--- config.mk ---
export PLATFORM = sky130hd
export DESIGN_NAME = blitter_word_datapath
export DESIGN_NICKNAME = d
export VERILOG_FILES = /design/src/hdl/bwd_pkg.sv /design/src/hdl/bwd_word_logic.sv /design/src/hdl/blitter_word_datapath.sv
export SDC_FILE = /design/constraint.sdc
export NUM_CORES = 1
export LEC_CHECK = 0
export BUFFER_PORTS_ARGS = -buffer_cell sky130_fd_sc_hd__buf_2
export CAP_MARGIN = 10
export CORE_MARGIN = 2
export CORE_UTILIZATION = 45
export CTS_CLUSTER_DIAMETER = 30
export DETAILED_ROUTE_END_ITERATION = 16
export PLACE_DENSITY_LB_ADDON = 0.12
export SYNTH_ARGS = -nofsm -noshare
export SYNTH_HDL_FRONTEND = slang
export SYNTH_HIERARCHICAL = 1
export SYNTH_SLANG_ARGS = --single-unit
--- constraint.sdc ---
create_clock -name i_clk -period 15.3 [get_ports i_clk]
set_input_delay 2.295 -clock i_clk [delete_from_list [all_inputs] [get_ports i_clk]]
set_output_delay 2.295 -clock i_clk [all_outputs]
set_load 0.01 [all_outputs]
--- src/hdl/bwd_pkg.sv ---
`timescale 1ns / 1ps
// ----------------------------------------------------------------------------
// bwd_pkg - shared definitions for the blitter word datapath
// Word size, configuration register indexes, fill mode codes and the control
// group that the top level hands to the word logic.
// ----------------------------------------------------------------------------
package bwd_pkg;

    // Data word size
    localparam int WORD_BITS = 16;

    // Configuration port widths
    localparam int CFG_INDEX_BITS = 3;
    localparam int CFG_DATA_BITS  = 8;
    localparam int MINTERM_BITS   = 8;
    localparam int FILL_MODE_BITS = 2;

    // Configuration register indexes
    localparam logic [CFG_INDEX_BITS-1:0] REG_SHIFT_A       = 3'd0;
    localparam logic [CFG_INDEX_BITS-1:0] REG_SHIFT_B       = 3'd1;
    localparam logic [CFG_INDEX_BITS-1:0] REG_MINTERM       = 3'd2;
    localparam logic [CFG_INDEX_BITS-1:0] REG_DESCENDING    = 3'd3;
    localparam logic [CFG_INDEX_BITS-1:0] REG_FILL_MODE     = 3'd4;
    localparam logic [CFG_INDEX_BITS-1:0] REG_FILL_CARRY_IN = 3'd5;

    // Fill mode codes; bit 1 selects exclusive fill and wins over bit 0
    localparam logic [FILL_MODE_BITS-1:0] FILL_NONE      = 2'd0;
    localparam logic [FILL_MODE_BITS-1:0] FILL_INCLUSIVE = 2'd1;
    localparam logic [FILL_MODE_BITS-1:0] FILL_EXCLUSIVE = 2'd2;
    localparam int                        FILL_EXCL_BIT  = 1;

    // Control group for the word logic
    typedef struct packed {
        logic [MINTERM_BITS-1:0] minterm_table;
        logic                    descending;
        logic                    fill_en;
        logic                    fill_excl;
    } t_logic_ctrl;

endpackage

--- src/hdl/bwd_word_logic.sv ---
`timescale 1ns / 1ps
// ----------------------------------------------------------------------------
// bwd_word_logic - shifters, minterm logic and area fill for one word
// Purely combinational: joins the new A and B words with their previous
// words through barrel shifters, combines with C through the minterm truth
// table and applies the optional inclusive or exclusive fill.
// ----------------------------------------------------------------------------
module bwd_word_logic #(
    parameter int WORD_BITS = bwd_pkg::WORD_BITS
) (
    input  logic [WORD_BITS-1:0]          i_a_new,
    input  logic [WORD_BITS-1:0]          i_b_new,
    input  logic [WORD_BITS-1:0]          i_c_new,
    input  logic [WORD_BITS-1:0]          i_a_prev,
    input  logic [WORD_BITS-1:0]          i_b_prev,
    input  logic [$clog2(WORD_BITS)-1:0]  i_shift_a,
    input  logic [$clog2(WORD_BITS)-1:0]  i_shift_b,
    input  bwd_pkg::t_logic_ctrl          i_ctrl,
    input  logic                          i_carry,
    output logic [WORD_BITS-1:0]          o_a_shifted,
    output logic [WORD_BITS-1:0]          o_b_shifted,
    output logic [WORD_BITS-1:0]          o_d_word,
    output logic                          o_carry
);

    localparam int SHIFT_BITS = $clog2(WORD_BITS);

    // Ascending: low word of (prev:new) >> n. Descending: high word of
    // (new:prev) << n. A zero shift gives the new word either way.
    function automatic logic [WORD_BITS-1:0] barrel(
        input logic [WORD_BITS-1:0]  fresh,
        input logic [WORD_BITS-1:0]  prior,
        input logic [SHIFT_BITS-1:0] amount,
        input logic                  desc
    );
        logic [2*WORD_BITS-1:0] joined;
        if (desc) begin
            joined = {fresh, prior} << amount;
            return joined[2*WORD_BITS-1:WORD_BITS];
        end
        joined = {prior, fresh} >> amount;
        return joined[WORD_BITS-1:0];
    endfunction

    logic [WORD_BITS-1:0] a_sh;
    logic [WORD_BITS-1:0] b_sh;
    logic [WORD_BITS-1:0] d_logic;
    logic [WORD_BITS-1:0] d_fill;

    assign a_sh = barrel(i_a_new, i_a_prev, i_shift_a, i_ctrl.descending);
    assign b_sh = barrel(i_b_new, i_b_prev, i_shift_b, i_ctrl.descending);

    // Minterm: each result bit is the table entry addressed by {a, b, c}
    always_comb begin
        for (int i = 0; i < WORD_BITS; i++) begin
            d_logic[i] = i_ctrl.minterm_table[{a_sh[i], b_sh[i], i_c_new[i]}];
        end
    end

    // Fill: carry at bit i is the incoming carry xor parity of the bits below
    always_comb begin
        logic [WORD_BITS-1:0] below;
        logic                 carry_i;
        for (int i = 0; i < WORD_BITS; i++) begin
            below   = (WORD_BITS'(1) << i) - WORD_BITS'(1);
            carry_i = i_carry ^ (^(d_logic & below));
            if (carry_i) begin
                d_fill[i] = i_ctrl.fill_excl ? ~d_logic[i] : 1'b1;
            end else begin
                d_fill[i] = d_logic[i];
            end
        end
    end

    assign o_a_shifted = a_sh;
    assign o_b_shifted = b_sh;
    assign o_d_word    = i_ctrl.fill_en ? d_fill : d_logic;
    assign o_carry     = i_ctrl.fill_en ? (i_carry ^ (^d_logic)) : i_carry;

endmodule

--- src/hdl/blitter_word_datapath.sv ---
`timescale 1ns / 1ps
// A request waits in the input register and is presented from the result
// register. One request per cycle while the result stream is ready; the whole
// word path is one pass of logic between the input and the result register.
// Reset (synchronous, active low) clears both register valids, all
// configuration registers, the previous A and B words and the fill carry.
// ----------------------------------------------------------------------------
// blitter_word_datapath - word datapath of a bit-plane block mover
// Barrel shifters for A and B, minterm logic over A, B and C and area fill,
// with a streaming input, a streaming result and a register write port.
// ----------------------------------------------------------------------------
module blitter_word_datapath #(
    parameter int WORD_BITS = bwd_pkg::WORD_BITS
) (
    input  logic                                i_clk,
    input  logic                                i_rst_n,
    // Configuration writes
    input  logic                                i_cfg_valid,
    output logic                                o_cfg_ready,
    input  logic [bwd_pkg::CFG_INDEX_BITS-1:0]  i_cfg_index,
    input  logic [bwd_pkg::CFG_DATA_BITS-1:0]   i_cfg_data,
    // Input stream
    input  logic                                i_s_tvalid,
    output logic                                o_s_tready,
    // tdata: a_word, b_word, c_word (from bit 0 up)
    input  logic [((3*WORD_BITS+7)/8)*8-1:0]    i_s_tdata,
    // tuser: row_start
    input  logic                                i_s_tuser,
    // Result stream
    output logic                                o_m_tvalid,
    input  logic                                i_m_tready,
    // tdata: a_shifted, b_shifted, d_word (from bit 0 up)
    output logic [((3*WORD_BITS+7)/8)*8-1:0]    o_m_tdata,
    // tuser: d_zero
    output logic                                o_m_tuser
);

    localparam int SHIFT_BITS = $clog2(WORD_BITS);
    localparam int TDATA_BITS = ((3*WORD_BITS+7)/8)*8;

    // Configuration registers
    logic [SHIFT_BITS-1:0]                     r_shift_a;
    logic [SHIFT_BITS-1:0]                     r_shift_b;
    logic [bwd_pkg::MINTERM_BITS-1:0]          r_minterm;
    logic                                      r_descending;
    logic [bwd_pkg::FILL_MODE_BITS-1:0]        r_fill_mode;
    logic                                      r_fill_carry_in;

    // Datapath state
    logic [WORD_BITS-1:0] r_a_prev;
    logic [WORD_BITS-1:0] r_b_prev;
    logic                 r_fill_carry;

    // Input register
    logic                 r_s1_valid;
    logic [WORD_BITS-1:0] r_s1_a;
    logic [WORD_BITS-1:0] r_s1_b;
    logic [WORD_BITS-1:0] r_s1_c;
    logic                 r_s1_row;

    // Result register
    logic                 r_s2_valid;
    logic [WORD_BITS-1:0] r_s2_a_sh;
    logic [WORD_BITS-1:0] r_s2_b_sh;
    logic [WORD_BITS-1:0] r_s2_d;
    logic                 r_s2_zero;

    logic                 s_accept;
    logic                 s1_advance;
    logic                 carry_start;
    logic                 n_fill_carry;
    bwd_pkg::t_logic_ctrl ctrl;
    logic [WORD_BITS-1:0] a_sh;
    logic [WORD_BITS-1:0] b_sh;
    logic [WORD_BITS-1:0] d_word;

    // Configuration port is always ready
    assign o_cfg_ready = 1'b1;

    always_ff @(posedge i_clk) begin
        if (!i_rst_n) begin
            r_shift_a       <= '0;
            r_shift_b       <= '0;
            r_minterm       <= '0;
            r_descending    <= 1'b0;
            r_fill_mode     <= bwd_pkg::FILL_NONE;
            r_fill_carry_in <= 1'b0;
        end else if (i_cfg_valid) begin
            unique case (i_cfg_index)
                bwd_pkg::REG_SHIFT_A:       r_shift_a       <= i_cfg_data[SHIFT_BITS-1:0];
                bwd_pkg::REG_SHIFT_B:       r_shift_b       <= i_cfg_data[SHIFT_BITS-1:0];
                bwd_pkg::REG_MINTERM:       r_minterm       <= i_cfg_data[bwd_pkg::MINTERM_BITS-1:0];
                bwd_pkg::REG_DESCENDING:    r_descending    <= i_cfg_data[0];
                bwd_pkg::REG_FILL_MODE:     r_fill_mode     <= i_cfg_data[bwd_pkg::FILL_MODE_BITS-1:0];
                bwd_pkg::REG_FILL_CARRY_IN: r_fill_carry_in <= i_cfg_data[0];
                default: ;
            endcase
        end
    end

    // Handshake: the input register moves on when the result register is free
    assign s1_advance = r_s1_valid && (!r_s2_valid || i_m_tready);
    assign o_s_tready = !r_s1_valid || s1_advance;
    assign s_accept   = i_s_tvalid && o_s_tready;

    // Input register
    always_ff @(posedge i_clk) begin
        if (!i_rst_n) begin
            r_s1_valid <= 1'b0;
        end else if (s_accept) begin
            r_s1_valid <= 1'b1;
        end else if (s1_advance) begin
            r_s1_valid <= 1'b0;
        end
    end

    always_ff @(posedge i_clk) begin
        if (s_accept) begin
            r_s1_a   <= i_s_tdata[WORD_BITS-1:0];
            r_s1_b   <= i_s_tdata[2*WORD_BITS-1:WORD_BITS];
            r_s1_c   <= i_s_tdata[3*WORD_BITS-1:2*WORD_BITS];
            r_s1_row <= i_s_tuser;
        end
    end

    // Word logic
    assign carry_start    = r_s1_row ? r_fill_carry_in : r_fill_carry;
    assign ctrl.minterm_table = r_minterm;
    assign ctrl.descending    = r_descending;
    assign ctrl.fill_en       = (r_fill_mode != bwd_pkg::FILL_NONE);
    assign ctrl.fill_excl     = r_fill_mode[bwd_pkg::FILL_EXCL_BIT];

    bwd_word_logic #(
        .WORD_BITS (WORD_BITS)
    ) u_word_logic (
        .i_a_new     (r_s1_a),
        .i_b_new     (r_s1_b),
        .i_c_new     (r_s1_c),
        .i_a_prev    (r_a_prev),
        .i_b_prev    (r_b_prev),
        .i_shift_a   (r_shift_a),
        .i_shift_b   (r_shift_b),
        .i_ctrl      (ctrl),
        .i_carry     (carry_start),
        .o_a_shifted (a_sh),
        .o_b_shifted (b_sh),
        .o_d_word    (d_word),
        .o_carry     (n_fill_carry)
    );

    // State moves with each word that enters the result register
    always_ff @(posedge i_clk) begin
        if (!i_rst_n) begin
            r_a_prev     <= '0;
            r_b_prev     <= '0;
            r_fill_carry <= 1'b0;
        end else if (s1_advance) begin
            r_a_prev     <= r_s1_a;
            r_b_prev     <= r_s1_b;
            r_fill_carry <= n_fill_carry;
        end
    end

    // Result register
    always_ff @(posedge i_clk) begin
        if (!i_rst_n) begin
            r_s2_valid <= 1'b0;
        end else if (s1_advance) begin
            r_s2_valid <= 1'b1;
        end else if (i_m_tready) begin
            r_s2_valid <= 1'b0;
        end
    end

    always_ff @(posedge i_clk) begin
        if (s1_advance) begin
            r_s2_a_sh <= a_sh;
            r_s2_b_sh <= b_sh;
            r_s2_d    <= d_word;
            r_s2_zero <= (d_word == '0);
        end
    end

    assign o_m_tvalid = r_s2_valid;
    assign o_m_tdata  = TDATA_BITS'({r_s2_d, r_s2_b_sh, r_s2_a_sh});
    assign o_m_tuser  = r_s2_zero;

endmodule

Word-level counts from Yosys, hierarchy flattened --
Cells that the tools add are included.
Word-level totals: register bits 153, input bits 65, word-level logic and storage cells 185
Operators by class: magnitude comparators 16, eq/ne operators 5, shifts and indexed selects 4, multiplexer cells 76, bitwise gates (word level) 32, reduce and logical (&&, ||, !) cells 33
Operator list (count):
- XOR reduction 16 bit | 16
- two-way mux 16 bit | 5
- < comparator 3 x 4 -> 1 bit, second input constant | 16
- << shifter 32 x 4 -> 32 bit | 2
- right shift 32 x 4 -> 16 bit | 2
- two-way mux 1 bit | 55
- binary-select mux 1 bit (select 3 bit) | 16
- zero test 16 bit | 1
- NOT 1 bit | 16
- XOR 1 bit | 16
- AND reduction 2 bit | 6
- equality test 3 x 2 -> 1 bit, second input constant | 2
- equality test 3 bit, second input constant | 2
- nonzero test 2 bit | 3
- equality test 3 x 1 -> 1 bit, second input constant | 1
- zero test 3 bit | 1
- logical AND 1 bit | 2
- zero test 1 bit | 2
- logical OR 1 bit | 2

Longest topological paths before layout --
depth in word-level cells 10, depth in mapped cells 20

Cells and area by module --
Netlist, hierarchy kept.
Modules (own cells, without submodules):
- bwd_word_logic | times used 1, cells each 771, area an instance 7417.1 µm²
- blitter_word_datapath | times used 1, cells each 350, area an instance 5275.1 µm²

Worst setup path before layout --
No wires, ideal clock.
path kind register to register, start register r_shift_b[1], end register r_s2_zero, in the netlist o_m_tuser (data pin), arrival time 4.669 ns, setup slack 10.375 ns, stages on the path, launching flop included 17, buffers on the path 2, period minus slack after synthesis 4.925 ns, cells stage by stage dfxtp_1 > buf_6 > buf_12 > mux4_2 > mux4_2 > mux2i_4 > mux4_1 > mux2i_4 > xnor2_4 > xor3_2 > xnor2_2 > xnor3_2 > xnor2_1 > mux2i_1 > mux2i_1 > nor4_1 > and4_1
Between the ends: cells in the longest elaborated chain, start to end 10, elaborated cells between the ends (all ways) 116
RTL lines:
- start, declared | line blitter_word_datapath.sv:43 | logic [SHIFT_BITS-1:0] r_shift_b;
- start signal, assigned | line blitter_word_datapath.sv:91 | bwd_pkg::REG_SHIFT_B: r_shift_b <= i_cfg_data[SHIFT_BITS-1:0];
- << shifter 32 x 4 -> 32 bit | line bwd_word_logic.sv:38 | joined = {fresh, prior} << amount;
- two-way mux 16 bit | line bwd_word_logic.sv:37 | if (desc) begin
- two-way mux 16 bit (*) | line bwd_word_logic.sv:41 | joined = {prior, fresh} >> amount;
- binary-select mux 1 bit (select 3 bit) | line bwd_word_logic.sv:56 | d_logic[i] = i_ctrl.minterm_table[{a_sh[i], b_sh[i], i_c_new[i]}];
- two-way mux 1 bit (implied by the code) | line bwd_word_logic.sv:56
- XOR reduction 16 bit / NOT 1 bit (equally long branches) | line bwd_word_logic.sv:66, bwd_word_logic.sv:68
- XOR 1 bit / two-way mux 1 bit (equally long branches) | line bwd_word_logic.sv:66, bwd_word_logic.sv:68
- two-way mux 1 bit | line bwd_word_logic.sv:67 | if (carry_i) begin
- two-way mux 16 bit (*) | line bwd_word_logic.sv:77 | assign o_d_word = i_ctrl.fill_en ? d_fill : d_logic;
- net d_word[12] | line blitter_word_datapath.sv:75 | logic [WORD_BITS-1:0] d_word;
- zero test 16 bit (*) | line blitter_word_datapath.sv:180 | r_s2_zero <= (d_word == '0);
- end signal, assigned | line blitter_word_datapath.sv:180
- end, declared | line blitter_word_datapath.sv:66 | logic r_s2_zero;
Mark *: on every way through the listed nets, which the timed path passes. The rest lies on a longest branch. The select of a mux whose other input is x is not followed. A chain may end at the register's enable or synchronous reset.

Worst setup path in the final report --
Ends and elaborated chain as after synthesis.

==> impl_metrics.env <==
export IMPL_status="finished, final reports clean"
export IMPL_slew_viol_final=0
export IMPL_finalWirelength_mm=37.0
export IMPL_wl_met1_mm=17.1
export IMPL_place_port_buffers=115
export IMPL_drive_above_1_share=0.300
export IMPL_ys_seq_area_frac=0.319
export IMPL_syn_area_um2=12700
export IMPL_antenna_found_initial=0
export IMPL_seqPwrFrac=0.433
export IMPL_routed_via_density=6.26
export IMPL_synth_adder_area_share=0
export IMPL_fin_crit_sh=0.392
export IMPL_synth_simple_gate_area_frac=0.107
export IMPL_critPathMaxFanout=81
export IMPL_min_path_cells=2
export IMPL_route_met2_wl_mm=15.9
export IMPL_crit_cells=15
export IMPL_top_layer="met4"
export IMPL_synth_compound_area_frac=0.0787
export IMPL_synth_ff_type="edfxtp_1"
export IMPL_setup_viol=0
export IMPL_cts_max_path_buffers=2
export IMPL_utilization=0.496
export IMPL_slowest_stage="buf_4"
export IMPL_synth_edf_count=98
export IMPL_synth_top_family_by_area="multiplexers"
export IMPL_hold_path_class="flop to flop"
export IMPL_cp_data_arrival_time_ns=6.20
export IMPL_pin_count=117
export IMPL_p_leak_nw=4.91
export IMPL_start_util=0.457
export IMPL_placedCellCount=1519
export IMPL_fp_dieH_um=172
export IMPL_muxShareOfSynthArea=0.405
export IMPL_syn_to_final_growth_pct=8.56
export IMPL_dp_hpwl_mm=26.2
export IMPL_cts_buffers=17
export IMPL_synth_cell_types=77
export IMPL_cpPeakStageDelay_ns=0.75
export IMPL_switching_share=0.315
export IMPL_critical_path_class="flop to flop"
export IMPL_path_clk_slew_ns=0.07
export IMPL_hold_buffers=0
export IMPL_die_w_um=172
export IMPL_synth_async_reset_ratio=0
export IMPL_rows=61
export IMPL_fin_area_um2=13800
export IMPL_synth_xor_area_frac=0.0251
export IMPL_cts_sinks=153
export IMPL_power_density_nw_per_um2=84.5
export IMPL_cts_resized=0
export IMPL_ir_drop_mv=0.0776
export IMPL_fmax_ghz=0.167
export IMPL_core_um2=27800
export IMPL_syn_num_nets=1186
export IMPL_tns_ns=0
export IMPL_initialDrtViolationCount=1289
export IMPL_internal_power_uw=798
export IMPL_critPathRequiredTime_ns=15.50
export IMPL_grt_pass1_vias=8861
export IMPL_fin_nets=1225
export IMPL_grt_overflow=0
export IMPL_cp_end_kind="flop"
export IMPL_yosysMostFrequentCell="mux2i_1"
export IMPL_synth_area_leaders="edfxtp_1 (23%), mux4_2 (20%), mux2i_1 (14%)"
export IMPL_die_area_um2=29600
export IMPL_wl_per_cell_um=23.9
export IMPL_synth_top_cell_by_area="edfxtp_1"
export IMPL_crit_family="multiplexers"
export IMPL_drtPass1Iterations=5
export IMPL_reg2reg_depth=15
export IMPL_ant_nets=0
export IMPL_pwr_share_comb=0.201
export IMPL_synth_avg_cell_area_um2=11.3
export IMPL_post_route_min_period_ns=6.00
export IMPL_p_clk_frac=0.366
export IMPL_syn_inst=1121
export IMPL_cts_tree="yes"
export IMPL_ys_warnings_count=6
export IMPL_synth_seq_cells=153
export IMPL_htreeDepth=4
export IMPL_drc=0
export IMPL_crit_buf_inv=1
export IMPL_start_kind="flop"
export IMPL_final_cells=1551
export IMPL_place_area_um2=13200
export IMPL_clock_latency_ns=0.45
export IMPL_rsz0062_at_grt="false"
export IMPL_wl_met3_mm=3.32
export IMPL_postCtsSetupRepairBufs=0
export IMPL_ctsRootBufferMaster="clkbuf_16"
export IMPL_skew_ns=0.0153
export IMPL_grt_max_degree=105
export IMPL_cp_cell_sequence="buf_4 > mux4_1 > mux4_2 > mux2i_4 > mux4_1 > mux2i_4 > xnor2_4 > xor3_2 > xnor2_2 > xnor3_2 > xnor3_1 > nand2_1 > mux2i_1 > nor4_1 > and4_1"
export IMPL_track_usage=0.254
export IMPL_vias=9706
export IMPL_diodes=0
export IMPL_drv_cap=0
export IMPL_max_slew_worst_pin_slew_ns=1.11
export IMPL_final_hold_violation_count=0
export IMPL_maxSlewHeadroom=0.251
export IMPL_p_sw_uw=367
export IMPL_synthTopCellsByCount="mux2i_1 (183), nand2_1 (158), mux4_2 (115), edfxtp_1 (98), nor2_1 (57)"
export IMPL_gp_congestion=0.950
export IMPL_grt_pass1_wl_mm=55.9
export IMPL_yosysTopAreaCellShare=0.232
-- path summary, 6_finish.rpt --
check / to / from / slack [ns]
worst max register to register: o_m_tuser$_DFFE_PP_ / r_shift_b[1]$_SDFFE_PN0P_ / 9.30
worst min-delay path: r_shift_a[2]$_SDFFE_PN0P_ / r_shift_a[2]$_SDFFE_PN0P_ / 0.47
worst max-delay path: o_m_tuser$_DFFE_PP_ / r_shift_b[1]$_SDFFE_PN0P_ / 9.30
worst min register to register: r_shift_a[2]$_SDFFE_PN0P_ / r_shift_a[2]$_SDFFE_PN0P_ / 0.47
-- stage by stage --
stage	total power, mW	setup slack (ns)	hold WS, ns
floorplan	0.672	10.37	0.425
global placement	0.740	9.41	0.451
detailed placement	0.743	9.33	0.459
CTS	1.17	9.31	0.472
global route	1.21	8.97	0.501
finish	1.16	9.30	0.465
-- power groups by stage --
stage          Clock, mW  Combinational [mW]  Sequential, mW
2_1_floorplan          0               0.178           0.494
3_3_place_gp           0               0.228           0.512
3_5_place_dp           0               0.230           0.512
4_1_cts            0.439               0.231           0.503
5_1_grt            0.457               0.250           0.507
6_report           0.427               0.234           0.504
-- state kept, by name (all words and copies together) (netlist names), 2 cells and up --
name         count
r_s1_c          16
r_minterm        8
r_s1_a          16
r_s2_d          16
r_shift_a        4
r_s1_b          16
r_s2_a_sh       16
r_shift_b        4
r_a_prev        16
r_b_prev        16
r_s2_b_sh       16
r_fill_mode      2
-- worst min-delay path, stage by stage (launching register included) --
cell	delay [ns]
dfxtp_2	0.32
nand2_1	0.04
o21ai_0	0.06
-- layer usage --
layer | GRT usage | vias to the layer above
met5 | 0 | -
met4 | 0.0672 | 0
met3 | 0.0561 | 51
met2 | 0.364 | 503
met1 | 0.386 | 4789
li1 | - | 4363
-- cells in the final DEF, fill, tap and decap left out, types with 5 or more instances in the layout --
cell / count
a211oi_1: 6
a21oi_1: 29
a22oi_1: 6
and2_1: 5
buf_2: 115
buf_4: 13
clkbuf_16: 17
dfxtp_1: 48
dfxtp_2: 5
edfxtp_1: 98
inv_1: 38
inv_8: 6
mux2_2: 38
mux2i_1: 183
mux4_1: 8
mux4_2: 115
nand2_1: 158
nand2b_1: 10
nand3_1: 25
nor2_1: 57
nor2b_1: 9
nor3_1: 6
nor4_1: 5
o211ai_1: 11
o21ai_0: 30
o21ai_2: 8
o22ai_1: 10
xnor2_1: 13
-- layout make-up --
| cell class | instances | area, um2 |
|---|---|---|
| fill | 2539 | 14000 |
| multi-input combinational | 819 | 7820 |
| sequential | 153 | 4060 |
| timing repair buffer | 128 | 673 |
| tap | 378 | 473 |
| clock buffer | 17 | 425 |
| clock inverter | 15 | 173 |
| inverter | 41 | 154 |
-- cell families (layout without fill, tap and decap cells) --
kind of cell,count (synthesis),after routing
AND/OR/NAND/NOR,298,298
buffers and inverters,149,201
other,1,1
flip-flops,153,153
multiplexers,348,348
AO/OA/AOI/OAI,147,147
XOR/XNOR,25,25
Note: power is estimated with default switching activity, not from simulation.
